[config.mk]
export PLATFORM = sky130hd
export DESIGN_NAME = mmhq_ctrl
export DESIGN_NICKNAME = d
export VERILOG_FILES = /design/src/design/mmhq_pkg.sv /design/src/design/mmhq_ctrl.sv
export SDC_FILE = /design/constraint.sdc
export NUM_CORES = 1
export LEC_CHECK = 0
export BUFFER_PORTS_ARGS = -buffer_cell sky130_fd_sc_hd__buf_2
export CAP_MARGIN = 20
export CORE_AREA = 2 2 39 41
export CTS_BUF_LIST = sky130_fd_sc_hd__clkbuf_8
export DETAILED_ROUTE_END_ITERATION = 7
export DIE_AREA = 0 0 41 43
export GPL_TIMING_DRIVEN = 0
export PLACE_DENSITY_LB_ADDON = 0.08
export SETUP_SLACK_MARGIN = 0.4
export SLEW_MARGIN = 10
export SYNTH_ARGS = -nofsm -noshare
export SYNTH_HDL_FRONTEND = slang
export SYNTH_SLANG_ARGS = --single-unit
[constraint.sdc]
create_clock -name clk_i -period 2.1 [get_ports clk_i]
set_input_delay 0.42 -clock clk_i [delete_from_list [all_inputs] [get_ports clk_i]]
set_output_delay 0.42 -clock clk_i [all_outputs]
set_load 0.05 [all_outputs]
[src/design/mmhq_pkg.sv]
// shared types, constants and helpers for the min-max heap queue
`timescale 1ns / 1ps
package mmhq_pkg;

  localparam int CAPACITY = 1024;
  localparam int KEY_BITS = 16;
  localparam int TAG_W    = 16;
  localparam int IDX_W    = $clog2(CAPACITY + 1);
  localparam int ADDR_W   = $clog2(CAPACITY);
  localparam int CAND_W   = IDX_W + 2;
  localparam int ENT_W    = KEY_BITS + TAG_W;

  localparam logic [1:0] ST_DONE  = 2'd0;
  localparam logic [1:0] ST_FULL  = 2'd1;
  localparam logic [1:0] ST_EMPTY = 2'd2;

  typedef enum logic [4:0] {
    OP_NONE,
    OP_ACCEPT,
    OP_INS,
    OP_UP_P,
    OP_UP_G,
    OP_UP_GC,
    OP_RD_ROOT,
    OP_ROOT_D,
    OP_DEL,
    OP_DEL_R,
    OP_DEL_L,
    OP_DN_CHK,
    OP_DN_ISS,
    OP_DN_CMP,
    OP_DN_DEC,
    OP_DN_CW,
    OP_DN_GP,
    OP_OUT
  } op_e;

  typedef struct packed {
    op_e op;
  } cmd_t;

  typedef struct packed {
    logic mode_del;
    logic full;
    logic empty;
    logic fill_nz;
    logic idx_ge4;
    logic g_move;
    logic has_child;
    logic cand_ok;
    logic m_gc;
    logic m_lt_x;
    logic out_free;
  } stat_t;

  // true when the heap index sits on an even (min) level
  function automatic logic on_min_level(input logic [IDX_W-1:0] v);
    logic odd;
    odd = 1'b0;
    for (int b = 0; b < IDX_W; b++) begin
      if (v[b]) begin
        odd = b[0];
      end
    end
    return !odd;
  endfunction

endpackage

[src/design/mmhq_ctrl.sv]
// sequencer for insert trickle up and delete trickle down
`timescale 1ns / 1ps
module mmhq_ctrl (
  input  logic            clk_i,
  input  logic            rst_ni,
  input  logic            in_valid_i,
  output logic            in_stall_o,
  input  mmhq_pkg::stat_t stat_i,
  output mmhq_pkg::cmd_t  cmd_o
);

  localparam logic [4:0] S_IDLE    = 5'd0;
  localparam logic [4:0] S_START   = 5'd1;
  localparam logic [4:0] S_INS     = 5'd2;
  localparam logic [4:0] S_UP_P    = 5'd3;
  localparam logic [4:0] S_UP_G    = 5'd4;
  localparam logic [4:0] S_UP_GC   = 5'd5;
  localparam logic [4:0] S_RD_ROOT = 5'd6;
  localparam logic [4:0] S_ROOT_D  = 5'd7;
  localparam logic [4:0] S_DEL     = 5'd8;
  localparam logic [4:0] S_DEL_R   = 5'd9;
  localparam logic [4:0] S_DEL_L   = 5'd10;
  localparam logic [4:0] S_DN_CHK  = 5'd11;
  localparam logic [4:0] S_DN_ISS  = 5'd12;
  localparam logic [4:0] S_DN_CMP  = 5'd13;
  localparam logic [4:0] S_DN_DEC  = 5'd14;
  localparam logic [4:0] S_DN_CW   = 5'd15;
  localparam logic [4:0] S_DN_GP   = 5'd16;
  localparam logic [4:0] S_DONE    = 5'd17;

  logic [4:0] state_q, state_d;

  assign in_stall_o = (state_q != S_IDLE);

  always_comb begin
    state_d   = state_q;
    cmd_o.op  = mmhq_pkg::OP_NONE;
    unique case (state_q)
      S_IDLE: begin
        if (in_valid_i) begin
          cmd_o.op = mmhq_pkg::OP_ACCEPT;
          state_d  = S_START;
        end
      end
      S_START: begin
        state_d = stat_i.mode_del ? S_DEL : S_INS;
      end
      S_INS: begin
        cmd_o.op = mmhq_pkg::OP_INS;
        if (stat_i.full) begin
          state_d = S_RD_ROOT;
        end else if (stat_i.fill_nz) begin
          state_d = S_UP_P;
        end else begin
          state_d = S_UP_G;
        end
      end
      S_UP_P: begin
        cmd_o.op = mmhq_pkg::OP_UP_P;
        state_d  = S_UP_G;
      end
      S_UP_G: begin
        cmd_o.op = mmhq_pkg::OP_UP_G;
        state_d  = stat_i.idx_ge4 ? S_UP_GC : S_RD_ROOT;
      end
      S_UP_GC: begin
        cmd_o.op = mmhq_pkg::OP_UP_GC;
        state_d  = stat_i.g_move ? S_UP_G : S_RD_ROOT;
      end
      S_RD_ROOT: begin
        cmd_o.op = mmhq_pkg::OP_RD_ROOT;
        state_d  = S_ROOT_D;
      end
      S_ROOT_D: begin
        cmd_o.op = mmhq_pkg::OP_ROOT_D;
        state_d  = S_DONE;
      end
      S_DEL: begin
        cmd_o.op = mmhq_pkg::OP_DEL;
        state_d  = stat_i.empty ? S_DONE : S_DEL_R;
      end
      S_DEL_R: begin
        cmd_o.op = mmhq_pkg::OP_DEL_R;
        state_d  = S_DEL_L;
      end
      S_DEL_L: begin
        cmd_o.op = mmhq_pkg::OP_DEL_L;
        state_d  = S_DN_CHK;
      end
      S_DN_CHK: begin
        cmd_o.op = mmhq_pkg::OP_DN_CHK;
        state_d  = stat_i.has_child ? S_DN_ISS : S_DONE;
      end
      S_DN_ISS: begin
        cmd_o.op = mmhq_pkg::OP_DN_ISS;
        state_d  = stat_i.cand_ok ? S_DN_CMP : S_DN_DEC;
      end
      S_DN_CMP: begin
        cmd_o.op = mmhq_pkg::OP_DN_CMP;
        state_d  = S_DN_ISS;
      end
      S_DN_DEC: begin
        cmd_o.op = mmhq_pkg::OP_DN_DEC;
        if (!stat_i.m_lt_x) begin
          state_d = S_DONE;
        end else begin
          state_d = stat_i.m_gc ? S_DN_GP : S_DN_CW;
        end
      end
      S_DN_CW: begin
        cmd_o.op = mmhq_pkg::OP_DN_CW;
        state_d  = S_DONE;
      end
      S_DN_GP: begin
        cmd_o.op = mmhq_pkg::OP_DN_GP;
        state_d  = S_DN_CHK;
      end
      S_DONE: begin
        if (stat_i.out_free) begin
          cmd_o.op = mmhq_pkg::OP_OUT;
          state_d  = S_IDLE;
        end
      end
      default: begin
        state_d = S_IDLE;
      end
    endcase
  end

  always_ff @(posedge clk_i or negedge rst_ni) begin
    if (!rst_ni) begin
      state_q <= S_IDLE;
    end else begin
      state_q <= state_d;
    end
  end

endmodule

==> flow_summary_export.csv, run 1 <==
group,metric,value,unit
status,status,"finished clean",
clock_network,htree_num_levels,1,
global_route,grt_pass1_wl,3.056,mm
synthesis,synth-main-ff-cell,"dfrtp_1",
place,dpl.cell_count,119,
floorplanning,placementRows,14,
cells_and_area,synthToLayoutAreaGrowth,55.23,%
place,place_congestion,0.9098,
place,port_buffers,19,
floorplanning,dieArea,1763,sq um
timing,tns,0,ns
timing,slew_headroom,74.94,%
cells_and_area,regMostFlops,"state_q",
global_route,track_usage,25.68,%
clock_network,cts-root-buf,"clkbuf_8",
timing,setup_violations,0,
worst_setup_path,cp-startpoint,"state_q[1]$_DFFE_PN0P_",
power,max-vdd-ir-drop,0.9141,mV
floorplanning,die_y,43,um
worst_setup_path,cp.arrival,1.52,ns
timing,hold_viol,0,
cells_and_area,reg.largest.list,"state_q x5",
power,p_clk_share,10.1,%
clock_network,postCtsHoldBufs,0,
clock_network,insertion_delay,0.23,ns
clock_network,cts.clk_slew.worst_paths,0.04,ns
cells_and_area,layout-drive-gt1-share,46.15,%
cells_and_area,final_cells,133,
route,drt-initial-drc-count,30,
worst_setup_path,cp-start-kind,"flip-flop",
power,power,1738,uW
route,antenna_left,0,
worst_setup_path,r2r_end,"state_q[0]$_DFFE_PN0P_",
route,wire_per_inst,14.32,um
global_route,grt_antenna_before_repair,0,
cells_and_area,layout_common_cells,"16 x buf_2, 13 x buf_4, 9 x o21ai_0",
synthesis,ys_ff_latch,5,
power,power_density,1872,nW/um^2
synthesis,synth_nets,98,
clock_network,cts_tree,"built",
timing,fin_crit_sh,92.61,%
power,power_frac_comb,78.5,%
power,seqPwrFrac,11.3,%
global_route,grt_pass1_vias,721,
timing,finClkSkew,0.005559,ns
power,p_int,883.7,uW
synthesis,synthCells,84,
cells_and_area,layout.nets,132,
clock_network,cts.sinks,5,
worst_setup_path,critical_path.max_fanout,6,
cells_and_area,antenna_cells,0,
synthesis,synth_cell_types,34,
timing,worstMarginPinSlew,0.3710,ns
floorplanning,die_x,41,um
worst_setup_path,rr_worst_depth,5,
power,netSwitchingFraction,49.15,%
worst_setup_path,critPathCaptureType,"primary output",
route,drc,0,
global_route,grt_max_degree,11,
synthesis,synth_edf_count,0,
floorplanning,core_area,1384,sq um
power,power_switching,854.1,uW
worst_setup_path,rrSetupSlack,0.43,ns
cells_and_area,layout_commonest_cell,"buf_2",
clock_network,clock_path_buffers,2,
synthesis,seq_area_frac_synth,20.92,%
worst_setup_path,r2r_start,"state_q[1]$_DFFE_PN0P_",
synthesis,async_flop_share,100.0,%
floorplanning,io_pins,20,
timing,fmaxAchievable,0.5142,GHz
timing,rsz0062_at_grt,"yes",
route,vias_per_cell,5.677,
min_path,hp-class,"input port to async pin",
cells_and_area,largest_reg_flops,5,
synthesis,syn_area,598.1,sq um
clock_network,numCtsBuffers,3,
cells_and_area,n_fill_cell,133,
route,wl,1.905,mm
run,cap_violations,0,
synthesis,avgSynthCellArea,7.120,sq um
timing,slew_violations,0,
synthesis,yosysWarningCount,0,
worst_setup_path,worstPathRequired,1.68,ns
timing,hold_ws,0.0009197,ns
route,dr.pass1.iters,4,
worst_setup_path,criticalPathCategory,"flip-flop to primary output",
global_route,grt.overflow.total,0,
timing,period_needed,1.945,ns
floorplanning,initial_core_util,43.22,%
route,via_count,755,
power,leakage,0.0004282,uW
place,dp_hpwl,1.298,mm
-- critical path, cell delays in order (launching register included) --
cell     delay (ns)
dfrtp_2        0.45
or3_4          0.42
o22ai_2        0.14
a22o_4         0.16
buf_8          0.13
-- cell type report --
type                    instances  area [sq um]  area share, %
plain buffers                   7         66.31          7.143
multi-input cells              66         446.7          48.11
clock buffers                   3         41.29          4.447
well taps                      16         20.02          2.156
clock inverters                 1         3.754         0.4043
repair buffers                 29         201.4          21.70
inverters                       6         22.52          2.426
flip-flops and latches          5         126.4          13.61
-- layer usage --
metal | vias to the layer above | track usage, % | wire, um
met1 | 342 | 32.14 | 781
li1 | 374 | - | -
met4 | 0 | 9.333 | 23
met5 | - | 0 | 0
met3 | 4 | 7.330 | 119
met2 | 35 | 40.00 | 980
-- worst max-delay path by stage --
stage,to,cells after the start,slack [ns]
after floorplan,cmd_o[4],3,0.36
after global placement,cmd_o[0],4,0.18
after detailed placement,cmd_o[0],4,0.19
after CTS,cmd_o[0],4,0.16
after global routing,cmd_o[0],4,0.14
final,cmd_o[0],4,0.16
-- logic make-up (layout without fill, tap and decap cells) --
family / count (synthesis) / after routing / synth area share (%)
and+or+nand+nor: 34 / 34 / 32.01
buffers and inverters: 13 / 46 / 11.71
DFF: 5 / 5 / 20.92
AOI/OAI and AO/OA: 32 / 32 / 35.36
-- metrics by stage --
step	cell area (sq um)	worst slack, ns	utilization [%]
6_report	928.4	0.1551	67.09
5_1_grt	928.4	0.1414	67.09
4_1_cts	907.1	0.1563	65.55
3_5_place_dp	732.0	0.1944	52.89
3_3_place_gp	732.0	0.1796	52.89
2_1_floorplan	616.8	0.3607	-
-- what timing repair did --
item,in CTS,in global routing
resized for setup,20,3
pin swaps,3,1
buffers inserted,8,2
setup endpoints to repair,5,4
-- power by group through the flow --
stage	Combinational [uW]	Sequential (uW)	Clock [uW]
6_report	1360	197	176
5_1_grt	1460	199	187
4_1_cts	1310	196	178
3_5_place_dp	1030	194	0
3_3_place_gp	1020	195	0
2_1_floorplan	835	178	0
-- cells in the mapped netlist, drive strengths merged (2+ instances only) --
library cell / number / share of area [%]
nand2b: 3 / 3.1
inv: 6 / 3.8
a31oi: 2 / 2.1
nand2: 8 / 5.0
a32oi: 2 / 2.9
nor2: 9 / 6.1
o21ai: 10 / 8.4
and3: 2 / 2.1
buf: 7 / 7.9
nor4b: 2 / 4.0
nor2b: 2 / 2.1
dfrtp: 5 / 21
nor3: 3 / 3.3
a21oi: 4 / 3.3
nor3b: 2 / 2.5
o22ai: 4 / 4.2
(Power assumes the default switching activity.)
==> run 2, diff against run 1 <==
MAX_ROUTING_LAYER = met4   (was default)
SETUP_SLACK_MARGIN = 0.02   (was 0.4)
==> flow_summary_export.csv, run 2 (same netlist as run 1, synthesis figures left out) <==
group,metric,value,unit
status,status,"finished clean",
timing,rsz0062_at_grt,"yes",
place,port_buffers,19,
worst_setup_path,cp-start-kind,"flip-flop",
route,dr.pass1.iters,4,
cells_and_area,final_cells,123,
cells_and_area,regMostFlops,"state_q",
run,cap_violations,0,
worst_setup_path,crit_buf_inv,2,
global_route,grt.overflow.total,0,
route,vias_per_cell,5.780,
power,leakage,0.0003533,uW
timing,slew_violations,0,
timing,finClkSkew,0.001447,ns
cells_and_area,layout.nets,122,
route,wire_per_inst,14.23,um
global_route,track_usage,23.14,%
cells_and_area,antenna_cells,0,
cells_and_area,synthToLayoutAreaGrowth,28.03,%
clock_network,htree_num_levels,1,
floorplanning,initial_core_util,43.22,%
timing,tns,0,ns
cells_and_area,reg.largest.list,"state_q x5",
min_path,hp-class,"input port to async pin",
timing,fmaxAchievable,0.4924,GHz
floorplanning,io_pins,20,
place,dp_hpwl,1.317,mm
power,max-vdd-ir-drop,0.8437,mV
clock_network,cts.clk_slew.worst_paths,0.04,ns
timing,period_needed,2.031,ns
clock_network,postCtsSetupBuffers,0,
worst_setup_path,critical_path.max_fanout,9,
place,place_congestion,0.8621,
floorplanning,die_x,41,um
worst_setup_path,r2r_start,"state_q[2]$_DFFE_PN0P_",
worst_setup_path,slowest_stage,"or3_4",
cells_and_area,layout_commonest_cell,"buf_2",
route,drt-initial-drc-count,26,
route,drc,0,
route,wl,1.750,mm
cells_and_area,layout_common_cells,"22 x buf_2, 9 x o21ai_0, 8 x nor2_1, 8 x nand2_1, 6 x inv_1",
power,seqPwrFrac,14.3,%
clock_network,cts_tree,"built",
worst_setup_path,cpPeakStageDelay,0.39,ns
power,p_clk_share,13.0,%
worst_setup_path,cp_cell_sequence,"buf_6 -> or3_4 -> o22ai_1 -> a22o_1 -> buf_4",
clock_network,clock_path_buffers,2,
clock_network,cts-root-buf,"clkbuf_8",
worst_setup_path,cp.arrival,1.61,ns
clock_network,insertion_delay,0.22,ns
clock_network,cts.sinks,5,
power,netSwitchingFraction,54.38,%
cells_and_area,layout-drive-gt1-share,34.58,%
timing,slew_headroom,75.41,%
route,via_count,711,
cells_and_area,largest_reg_flops,5,
worst_setup_path,critPathCaptureType,"primary output",
power,power_density,1821,nW/um^2
clock_network,postCtsHoldBufs,0,
floorplanning,die_y,43,um
power,p_int,636.1,uW
global_route,grt_pass1_vias,601,
worst_setup_path,criticalPathCategory,"flip-flop to primary output",
timing,hold_viol,0,
floorplanning,dieArea,1763,sq um
power,power_switching,758.2,uW
route,antenna_left,0,
clock_network,numCtsBuffers,3,
floorplanning,core_area,1384,sq um
global_route,grt_max_degree,11,
global_route,grt_pass1_wl,2.697,mm
worst_setup_path,rr_worst_depth,4,
power,power_frac_comb,72.7,%
timing,fin_crit_sh,96.70,%
global_route,grt_antenna_before_repair,0,
worst_setup_path,rrSetupSlack,0.64,ns
place,dpl.cell_count,119,
worst_setup_path,worstPathRequired,1.68,ns
timing,worstMarginPinSlew,0.3682,ns
timing,setup_violations,0,
floorplanning,placementRows,14,
worst_setup_path,crit_family,"simple AND/OR/NAND/NOR gates",
worst_setup_path,r2r_end,"state_q[0]$_DFFE_PN0P_",
run 2: layout make-up:
class                           count  area [sq um]
Buffer                              7         50.05
Clock buffer                        3         41.29
Clock inverter                      1         5.005
Fill cell                         136         618.1
Inverter                            6         22.52
Multi-Input combinational cell     66         402.9
Sequential cell                     5         126.4
Tap cell                           16         20.02
Timing Repair Buffer               19         97.59
run 2: timing repair:
item | in CTS | in global routing
endpoints found under the setup margin | 1 | 2
endpoints found under the hold margin | 0 | 0
gates resized for setup | 1 | 2
run 2: how the worst max path moves through the flow:
stage                      startpoint         end  slack, ns  cells past startpoint
2_1_floorplan  state_q[2]$_DFFE_PN0P_    cmd_o[4]       0.14                      3
3_3_place_gp   state_q[1]$_DFFE_PN0P_    cmd_o[0]       0.23                      4
3_5_place_dp   state_q[1]$_DFFE_PN0P_    cmd_o[0]       0.24                      4
4_1_cts        state_q[1]$_DFFE_PN0P_    cmd_o[0]       0.05                      4
5_1_grt        state_q[0]$_DFFE_PN0P_  in_stall_o       0.01                      5
6_report       state_q[2]$_DFFE_PN0P_    cmd_o[0]       0.07                      5
run 2: per-stage QoR:
step	area (sq um)	worst slack [ns]	util [%]	total power [uW]	hold slack, ns
6_report	765.7	0.06933	55.33	1394	0.008296
5_1_grt	765.7	0.009909	55.33	1493	0.01055
4_1_cts	762.0	0.04713	55.06	1380	0.007473
3_5_place_dp	713.2	0.2353	51.54	1183	0.2445
3_3_place_gp	713.2	0.2277	51.54	1181	0.2344
2_1_floorplan	598.1	0.1405	-	967.7	0.1244
run 2: layer usage:
layer / share of wire [%] / vias to the layer above / GRT usage (%) / wire length [um]
met2: 45 / 36 / 32.19 / 785
met5: 0 / - / - / 0
met1: 46 / 312 / 32.25 / 812
met3: 6.9 / 6 / 3.141 / 120
li1: - / 357 / - / -
met4: 1.8 / 0 / 10.67 / 32
run 2: power groups by stage:
stage	logic [uW]	clock network [uW]	registers, uW
after floorplan	791	0	177
after global placement	987	0	194
after detailed placement	985	0	197
after CTS	1000	182	198
after global routing	1100	188	204
final	1010	181	199
